$ cat src/r2iq_pkg.sv
// Shared constants, types and helper functions for the fs/4 downconverter.
// No dependencies; imported by every module of the block.
`timescale 1ns / 1ps

package r2iq_pkg;

    localparam int MAX_ORDER = 5;
    localparam int SAMP_W    = 16;
    localparam int ACC_W     = 24;
    localparam int ORD_W     = 3;
    localparam int CFG_IDX_W = 2;
    localparam int CFG_DAT_W = 16;
    localparam int IN_W      = 2 * SAMP_W;
    localparam int OUT_W     = 2 * ACC_W;
    localparam int MSB_SHIFT = 8;

    // Configuration register indexes
    typedef enum logic [CFG_IDX_W-1:0] {
        CFG_DC_OFFSET    = 2'd0,
        CFG_FILTER_ORDER = 2'd1,
        CFG_MSB_MODE     = 2'd2
    } t_cfg_reg;

    // Per-cycle control shared by both lanes
    typedef struct packed {
        logic                 en;
        logic                 vld;
        logic [MAX_ORDER-1:0] mask;
    } t_lane_ctl;

    // Clamp a 17-bit difference to the 16-bit signed range
    function automatic logic [SAMP_W-1:0] sat16(input logic [SAMP_W:0] d);
        logic [SAMP_W-1:0] r;
        if (d[SAMP_W] != d[SAMP_W-1]) begin
            r = d[SAMP_W] ? {1'b1, {(SAMP_W-1){1'b0}}} : {1'b0, {(SAMP_W-1){1'b1}}};
        end else begin
            r = d[SAMP_W-1:0];
        end
        return r;
    endfunction

    // Stage enable mask; order 0 acts as 1, above MAX_ORDER as MAX_ORDER
    function automatic logic [MAX_ORDER-1:0] order_mask(input logic [ORD_W-1:0] ord);
        logic [ORD_W-1:0]     n;
        logic [MAX_ORDER-1:0] m;
        n = ord;
        if (n == '0) begin
            n = ORD_W'(1);
        end else if (n > ORD_W'(MAX_ORDER)) begin
            n = ORD_W'(MAX_ORDER);
        end
        for (int k = 0; k < MAX_ORDER; k++) begin
            m[k] = (ORD_W'(k) < n);
        end
        return m;
    endfunction

    // Output formatting: full value or arithmetic shift by 8
    function automatic logic [ACC_W-1:0] finish(input logic [ACC_W-1:0] v,
                                                input logic msb);
        logic [ACC_W-1:0] r;
        if (msb) begin
            r = {{MSB_SHIFT{v[ACC_W-1]}}, v[ACC_W-1:MSB_SHIFT]};
        end else begin
            r = v;
        end
        return r;
    endfunction

endpackage

$ cat src/r2iq_mixer.sv
// Offset removal with saturation and fs/4 sign alternation.
// Depends on r2iq_pkg; feeds the I and Q CIC lanes.
`timescale 1ns / 1ps

module r2iq_mixer import r2iq_pkg::*; (
    input  logic              i_clk,
    input  logic              i_rst_n,
    input  logic              i_en,
    input  logic              i_accept,
    input  logic [SAMP_W-1:0] i_dc_offset,
    input  logic [SAMP_W-1:0] i_x0,
    input  logic [SAMP_W-1:0] i_x1,
    output logic              o_vld,
    output logic [SAMP_W-1:0] o_a,
    output logic [SAMP_W-1:0] o_b
);

    logic              r_vld, n_vld;
    logic              r_phase, n_phase;
    logic [SAMP_W-1:0] r_a, n_a;
    logic [SAMP_W-1:0] r_b, n_b;
    logic [SAMP_W:0]   w_dc, w_x0, w_x1;

    // Even pairs take x - offset, odd pairs offset - x, both saturated
    always_comb begin
        w_dc    = {i_dc_offset[SAMP_W-1], i_dc_offset};
        w_x0    = {i_x0[SAMP_W-1], i_x0};
        w_x1    = {i_x1[SAMP_W-1], i_x1};
        n_vld   = i_accept;
        n_phase = r_phase ^ i_accept;
        if (r_phase) begin
            n_a = sat16(w_dc - w_x0);
            n_b = sat16(w_dc - w_x1);
        end else begin
            n_a = sat16(w_x0 - w_dc);
            n_b = sat16(w_x1 - w_dc);
        end
    end

    // Control state
    always_ff @(posedge i_clk) begin
        if (!i_rst_n) begin
            r_vld   <= 1'b0;
            r_phase <= 1'b0;
        end else if (i_en) begin
            r_vld   <= n_vld;
            r_phase <= n_phase;
        end
    end

    // Payload
    always_ff @(posedge i_clk) begin
        if (i_en) begin
            r_a <= n_a;
            r_b <= n_b;
        end
    end

    assign o_vld = r_vld;
    assign o_a   = r_a;
    assign o_b   = r_b;

endmodule

$ cat src/r2iq_cic_lane.sv
// One CIC decimate-by-2 lane: pipelined integrators (two sub-samples per
// request) followed by pipelined combs. Depends on r2iq_pkg.
`timescale 1ns / 1ps

module r2iq_cic_lane import r2iq_pkg::*; (
    input  logic              i_clk,
    input  logic              i_rst_n,
    input  t_lane_ctl         i_ctl,
    input  logic [SAMP_W-1:0] i_u1,
    input  logic [SAMP_W-1:0] i_u2,
    output logic              o_vld,
    output logic [ACC_W-1:0]  o_data
);

    localparam int NSTG = 2 * MAX_ORDER;

    logic [NSTG-1:0]  r_vld, n_vld;
    logic [ACC_W-1:0] r_int [MAX_ORDER];
    logic [ACC_W-1:0] n_int [MAX_ORDER];
    logic [ACC_W-1:0] r_p1  [MAX_ORDER];
    logic [ACC_W-1:0] n_p1  [MAX_ORDER];
    logic [ACC_W-1:0] r_p2  [MAX_ORDER];
    logic [ACC_W-1:0] n_p2  [MAX_ORDER];
    logic [ACC_W-1:0] r_d   [MAX_ORDER];
    logic [ACC_W-1:0] n_d   [MAX_ORDER];
    logic [ACC_W-1:0] r_c   [MAX_ORDER];
    logic [ACC_W-1:0] n_c   [MAX_ORDER];
    logic [ACC_W-1:0] w_in1 [MAX_ORDER];
    logic [ACC_W-1:0] w_in2 [MAX_ORDER];
    logic [ACC_W-1:0] w_s1  [MAX_ORDER];
    logic [ACC_W-1:0] w_s2  [MAX_ORDER];
    logic [ACC_W-1:0] w_cin [MAX_ORDER];

    always_comb begin
        // valid of the request entering each stage
        n_vld = {r_vld[NSTG-2:0], i_ctl.vld};

        // stage inputs
        w_in1[0] = {{(ACC_W-SAMP_W){i_u1[SAMP_W-1]}}, i_u1};
        w_in2[0] = {{(ACC_W-SAMP_W){i_u2[SAMP_W-1]}}, i_u2};
        w_cin[0] = r_p2[MAX_ORDER-1];
        for (int k = 1; k < MAX_ORDER; k++) begin
            w_in1[k] = r_p1[k-1];
            w_in2[k] = r_p2[k-1];
            w_cin[k] = r_c[k-1];
        end

        // integrators: two sub-sample updates per stage, wrap at 24 bits
        for (int k = 0; k < MAX_ORDER; k++) begin
            w_s1[k] = r_int[k] + w_in1[k];
            w_s2[k] = w_s1[k] + w_in2[k];
            if (i_ctl.mask[k]) begin
                n_p1[k]  = w_s1[k];
                n_p2[k]  = w_s2[k];
                n_int[k] = n_vld[k] ? w_s2[k] : r_int[k];
            end else begin
                n_p1[k]  = w_in1[k];
                n_p2[k]  = w_in2[k];
                n_int[k] = r_int[k];
            end
        end

        // combs at the pair rate, differential delay 1
        for (int k = 0; k < MAX_ORDER; k++) begin
            if (i_ctl.mask[k]) begin
                n_c[k] = w_cin[k] - r_d[k];
                n_d[k] = n_vld[MAX_ORDER+k] ? w_cin[k] : r_d[k];
            end else begin
                n_c[k] = w_cin[k];
                n_d[k] = r_d[k];
            end
        end
    end

    // Filter state and valid chain
    always_ff @(posedge i_clk) begin
        if (!i_rst_n) begin
            r_vld <= '0;
            for (int k = 0; k < MAX_ORDER; k++) begin
                r_int[k] <= '0;
                r_d[k]   <= '0;
            end
        end else if (i_ctl.en) begin
            r_vld <= n_vld;
            for (int k = 0; k < MAX_ORDER; k++) begin
                r_int[k] <= n_int[k];
                r_d[k]   <= n_d[k];
            end
        end
    end

    // Pipeline payload
    always_ff @(posedge i_clk) begin
        if (i_ctl.en) begin
            for (int k = 0; k < MAX_ORDER; k++) begin
                r_p1[k] <= n_p1[k];
                r_p2[k] <= n_p2[k];
                r_c[k]  <= n_c[k];
            end
        end
    end

    assign o_vld  = r_vld[NSTG-1];
    assign o_data = r_c[MAX_ORDER-1];

endmodule

$ cat src/real_to_iq_fs4_cic_decimator.sv
// Throughput: one sample pair per cycle while the output buffer has room;
// one mixer stage, 5 integrator and 5 comb stages per lane, and a 2-entry
// output buffer that absorbs stalls.
// Reset (synchronous, active low) clears filter state, mix phase and the
// buffer; registers return to offset 0, order 5, full-width results.
// Depends on r2iq_pkg, r2iq_mixer and r2iq_cic_lane.
`timescale 1ns / 1ps

module real_to_iq_fs4_cic_decimator import r2iq_pkg::*; (
    input  logic                 i_clk,
    input  logic                 i_rst_n,
    input  logic                 i_s_axis_tvalid,
    output logic                 o_s_axis_tready,
    input  logic [IN_W-1:0]      i_s_axis_tdata,  // [15:0] sample_first, [31:16] sample_second
    output logic                 o_m_axis_tvalid,
    input  logic                 i_m_axis_tready,
    output logic [OUT_W-1:0]     o_m_axis_tdata,  // [23:0] i_result, [47:24] q_result
    input  logic                 i_cfg_valid,
    output logic                 o_cfg_ready,
    input  logic [CFG_IDX_W-1:0] i_cfg_index,
    input  logic [CFG_DAT_W-1:0] i_cfg_data
);

    // Configuration registers
    logic [SAMP_W-1:0]    r_dc;
    logic [MAX_ORDER-1:0] r_mask;
    logic                 r_msb;

    // Output buffer
    logic [OUT_W-1:0] r_buf [2];
    logic [1:0]       r_cnt, n_cnt;
    logic             r_wr, r_rd;

    logic              w_en, w_accept, w_push, w_pop;
    logic              w_mix_vld;
    logic [SAMP_W-1:0] w_a, w_b;
    t_lane_ctl         w_ctl;
    logic              w_i_vld, w_q_vld;
    logic [ACC_W-1:0]  w_i_data, w_q_data;
    logic [OUT_W-1:0]  w_item;

    assign o_cfg_ready = 1'b1;

    // Register writes
    always_ff @(posedge i_clk) begin
        if (!i_rst_n) begin
            r_dc   <= '0;
            r_mask <= order_mask(ORD_W'(MAX_ORDER));
            r_msb  <= 1'b0;
        end else if (i_cfg_valid) begin
            case (t_cfg_reg'(i_cfg_index))
                CFG_DC_OFFSET:    r_dc   <= i_cfg_data[SAMP_W-1:0];
                CFG_FILTER_ORDER: r_mask <= order_mask(i_cfg_data[ORD_W-1:0]);
                CFG_MSB_MODE:     r_msb  <= i_cfg_data[0];
                default:          r_dc   <= r_dc;
            endcase
        end
    end

    // Pipeline advances while the buffer has room
    assign w_en            = (r_cnt != 2'd2);
    assign o_s_axis_tready = w_en;
    assign w_accept        = i_s_axis_tvalid & w_en;

    r2iq_mixer u_mixer (
        .i_clk       (i_clk),
        .i_rst_n     (i_rst_n),
        .i_en        (w_en),
        .i_accept    (w_accept),
        .i_dc_offset (r_dc),
        .i_x0        (i_s_axis_tdata[SAMP_W-1:0]),
        .i_x1        (i_s_axis_tdata[IN_W-1:SAMP_W]),
        .o_vld       (w_mix_vld),
        .o_a         (w_a),
        .o_b         (w_b)
    );

    assign w_ctl = '{en: w_en, vld: w_mix_vld, mask: r_mask};

    // I lane sees (0, b); Q lane sees (a, 0)
    r2iq_cic_lane u_lane_i (
        .i_clk   (i_clk),
        .i_rst_n (i_rst_n),
        .i_ctl   (w_ctl),
        .i_u1    ('0),
        .i_u2    (w_b),
        .o_vld   (w_i_vld),
        .o_data  (w_i_data)
    );

    r2iq_cic_lane u_lane_q (
        .i_clk   (i_clk),
        .i_rst_n (i_rst_n),
        .i_ctl   (w_ctl),
        .i_u1    (w_a),
        .i_u2    ('0),
        .o_vld   (w_q_vld),
        .o_data  (w_q_data)
    );

    // Merge both lanes into one result and queue it
    assign w_item = {finish(w_q_data, r_msb), finish(w_i_data, r_msb)};
    assign w_push = w_en & w_i_vld & w_q_vld;
    assign w_pop  = o_m_axis_tvalid & i_m_axis_tready;

    always_comb begin
        n_cnt = r_cnt;
        if (w_push && !w_pop) begin
            n_cnt = r_cnt + 2'd1;
        end else if (!w_push && w_pop) begin
            n_cnt = r_cnt - 2'd1;
        end
    end

    always_ff @(posedge i_clk) begin
        if (!i_rst_n) begin
            r_cnt <= '0;
            r_wr  <= 1'b0;
            r_rd  <= 1'b0;
        end else begin
            r_cnt <= n_cnt;
            r_wr  <= r_wr ^ w_push;
            r_rd  <= r_rd ^ w_pop;
        end
    end

    always_ff @(posedge i_clk) begin
        if (w_push) begin
            r_buf[r_wr] <= w_item;
        end
    end

    assign o_m_axis_tvalid = (r_cnt != 2'd0);
    assign o_m_axis_tdata  = r_buf[r_rd];

endmodule

$ cat config.mk
export PLATFORM = sky130hd
export DESIGN_NAME = real_to_iq_fs4_cic_decimator
export DESIGN_NICKNAME = d
export VERILOG_FILES = /design/src/r2iq_pkg.sv /design/src/r2iq_mixer.sv /design/src/r2iq_cic_lane.sv /design/src/real_to_iq_fs4_cic_decimator.sv
export SDC_FILE = /design/constraint.sdc
export NUM_CORES = 2
export LEC_CHECK = 0
export BUFFER_PORTS_ARGS = -buffer_cell sky130_fd_sc_hd__buf_2
export CORE_AREA = 2 2 485 343
export CTS_BUF_LIST = sky130_fd_sc_hd__clkbuf_4 sky130_fd_sc_hd__clkbuf_8 sky130_fd_sc_hd__clkbuf_16
export CTS_CLUSTER_DIAMETER = 40
export CTS_CLUSTER_SIZE = 25
export DETAILED_ROUTE_END_ITERATION = 12
export DIE_AREA = 0 0 487 345
export PLACE_DENSITY_LB_ADDON = 0.08
export SYNTH_ARGS = -nofsm -noshare
export SYNTH_HDL_FRONTEND = slang
export SYNTH_HIERARCHICAL = 1
export SYNTH_SLANG_ARGS = --single-unit
export TNS_END_PERCENT = 10
$ cat constraint.sdc
create_clock -name i_clk -period 24.2 [get_ports i_clk]
set_input_delay 1.21 -clock i_clk [delete_from_list [all_inputs] [get_ports i_clk]]
set_output_delay 1.21 -clock i_clk [all_outputs]
set_load 0.01 [all_outputs]
==> impl_metrics.yaml <==
cts:
  clk_latency_ns: 0.81
  cts_htree_levels: 4
  cts_resized: 0
  cts_tree: "built"
  root_buffer: "clkbuf_16"
  clockBufferDepth: 3
  post_cts_buffers: 0
  cts_sinks: 1329
  hold_buffers: 0
  numCtsBuffers: 166
  clkSlewWorstSetupHoldPaths_ns: 0.07
setup_path:
  endpoint_kind: "flop"
  reg2reg_depth: 20
  critical_path_arrival_ns: 6.11
  required_ns: 24.77
  path_class: "flop to flop"
  critical_path_peak_fanout: 4
  start_kind: "flop"
logic_synthesis:
  yosysUniqueCellTypes: 113
  synth-edff-count: 1280
  post_synth.cell_area_avg_sq_um: 10.8
  syn_area_sq_um: 89300
  yosys_warnings: 6
  synth-main-ff-cell: "edfxtp_1"
  ys_async_sr_fraction_pct: 0
  ys_seq_elements: 1329
  ys_seq_area_share_pct: 44.1
  netlist_instances: 8272
final_layout:
  finish.net_count: 9287
  syn_to_final_growth_pct: 9.78
  drive_above_1_share_pct: 13.3
  final_common_cell: "edfxtp_1"
  postLayoutCellArea_sq_um: 98000
  layout_common_cells: "1280 x edfxtp_1, 785 x ha_1, 625 x a21oi_1"
place:
  dpl_cell_area_sq_um: 92200
  gp_congestion: 0.898
  port_buffers: 104
  dp_hpwl_um: 155000
status:
  outcome: "complete, no violations"
die:
  core_area_sq_um: 164000
  io_pins: 106
  dieHeight_um: 345
  die_w_um: 487
  die_area_sq_um: 168000
  initial_core_util_pct: 54.4
  rows: 125
timing:
  slew_viol_final: 0
  setup_viol: 0
  final.setup.tns_ns: 0
  min_period_over_period_pct: 22.9
  finalClockSkew_ns: 0.0252
  max_clock_freq_ghz: 0.180
  hold_viol_final: 0
  worstMarginPinSlew_ns: 1.26
  rsz0062_at_grt: "false"
  min_period_ns: 5.54
  relSlewSlack_pct: 15.6
drt:
  ant_nets: 0
  wl_per_cell_um: 19.9
  drc: 0
  wl_um: 213000
  viasPerCell: 5.92
  vias: 63500
  drt_iter0_markers: 4781
  firstDrtPassIters: 6
worst_hold_path:
  holdPathStages: 0
  hp-class: "flop to flop"
global_routing:
  grt_pass1_vias: 61200
  grtUsageTotal_pct: 24.9
  antenna_found_initial: 18
  grt_pass1_wl_um: 338000
  overflow: 0
  grt_start_max_net_pins: 161
job:
  max-cap-violations: 0
-- flip-flops by register name (all words and copies together), names as in the netlist, 96 cells and up, named ones only --
register / count
u_lane_q/r_p1: 96
u_lane_q/r_int: 120
u_lane_i/r_c: 120
u_lane_q/r_d: 120
r_buf: 96
u_lane_i/r_int: 120
u_lane_q/r_p2: 120
u_lane_i/r_p2: 120
u_lane_q/r_c: 120
u_lane_i/r_d: 120
u_lane_i/r_p1: 96
-- routing by layer --
metal | up-vias | global-route usage, % | wire length [um]
met5 | - | 0 | 76
met1 | 30600 | 38.7 | 108000
met2 | 1630 | 36.4 | 89300
met3 | 273 | 3.47 | 11800
met4 | 12 | 6.14 | 4170
li1 | 31000 | - | -
-- path summary, 6_finish.rpt --
path                                to  slack, ns                 start
setup / recovery  u_lane_q/r_p2[0][94]      18.66  u_lane_q/r_p1[0][48]
hold / removal            r_buf[0][47]       0.48  u_lane_q/r_c[0][119]
setup reg to reg  u_lane_q/r_p2[0][94]      18.66  u_lane_q/r_p1[0][48]
hold reg to reg           r_buf[0][47]       0.48  u_lane_q/r_c[0][119]
-- metrics by stage --
step                hold WS (ns)  util (%)  instances  worst slack [ns]
CTS                        0.489      59.7      10700             18.71
floorplan                  0.445         -       8358              3.33
finish                     0.483      59.8      10700             18.66
global placement           0.459      56.2      10400             18.68
global route               0.501      59.7      10700             18.35
detailed placement         0.475      56.2      10400             18.74
-- layout make-up --
class                      instances  area (sq um)
sequential                      1329         39400
tap                             2159          2700
timing repair buffer             148           911
inverter                         501          1880
multi-input combinational       6265         47300
fill                           13400         66000
antenna                            5          12.5
clock inverter                   124          1480
clock buffer                     184          4360
-- logic make-up (layout without fill, tap and decap cells) --
group	count (synthesis)	after routing	synth area share, %
AOI/OAI and AO/OA	2006	2006	14.7
buffers and inverters	764	957	3.33
xor gates and xnor gates	638	638	6.31
muxes	615	615	7.71
DFF	1329	1329	44.1
and+or+nand+nor	2097	2097	12.1
other	2	93	0.00841
adders and majority gates	821	821	11.8
-- synth_stat cells (all sizes together), types with 124 or more instances --
library cell / n / area share (%)
nand3: 159 / 0.89
and3: 387 / 2.7
o21ai: 361 / 2.0
nand2: 406 / 1.7
a21oi: 629 / 3.5
xor2: 160 / 1.6
nor2b: 124 / 0.88
xnor2: 476 / 4.7
nor2: 479 / 2.0
mux2: 573 / 7.2
inv: 497 / 2.1
a21o: 299 / 2.5
clkbuf: 200 / 0.85
ha: 787 / 11
edfxtp: 1280 / 43
-- critical path, stage by stage, from the launching register on --
cell and delay, ns:
edfxtp_1 0.39, ha_1 0.23, fa_1 0.43, a21o_1 0.18, a21oi_1 0.30, o21bai_1 0.15
a21oi_1 0.36, o21ai_0 0.41, nand4_1 0.23, nand2_1 0.07, a21oi_1 0.18, xnor2_1 0.22
ha_1 0.34, nor2b_1 0.14, o21ai_0 0.12, or2b_2 0.30, a41o_1 0.25, a2111o_1 0.42
a31oi_1 0.20, xnor2_1 0.11, mux2_4 0.26
Power is not shown: default switching activity piles up to over one toggle a cycle in this logic, so the estimate is an artifact.
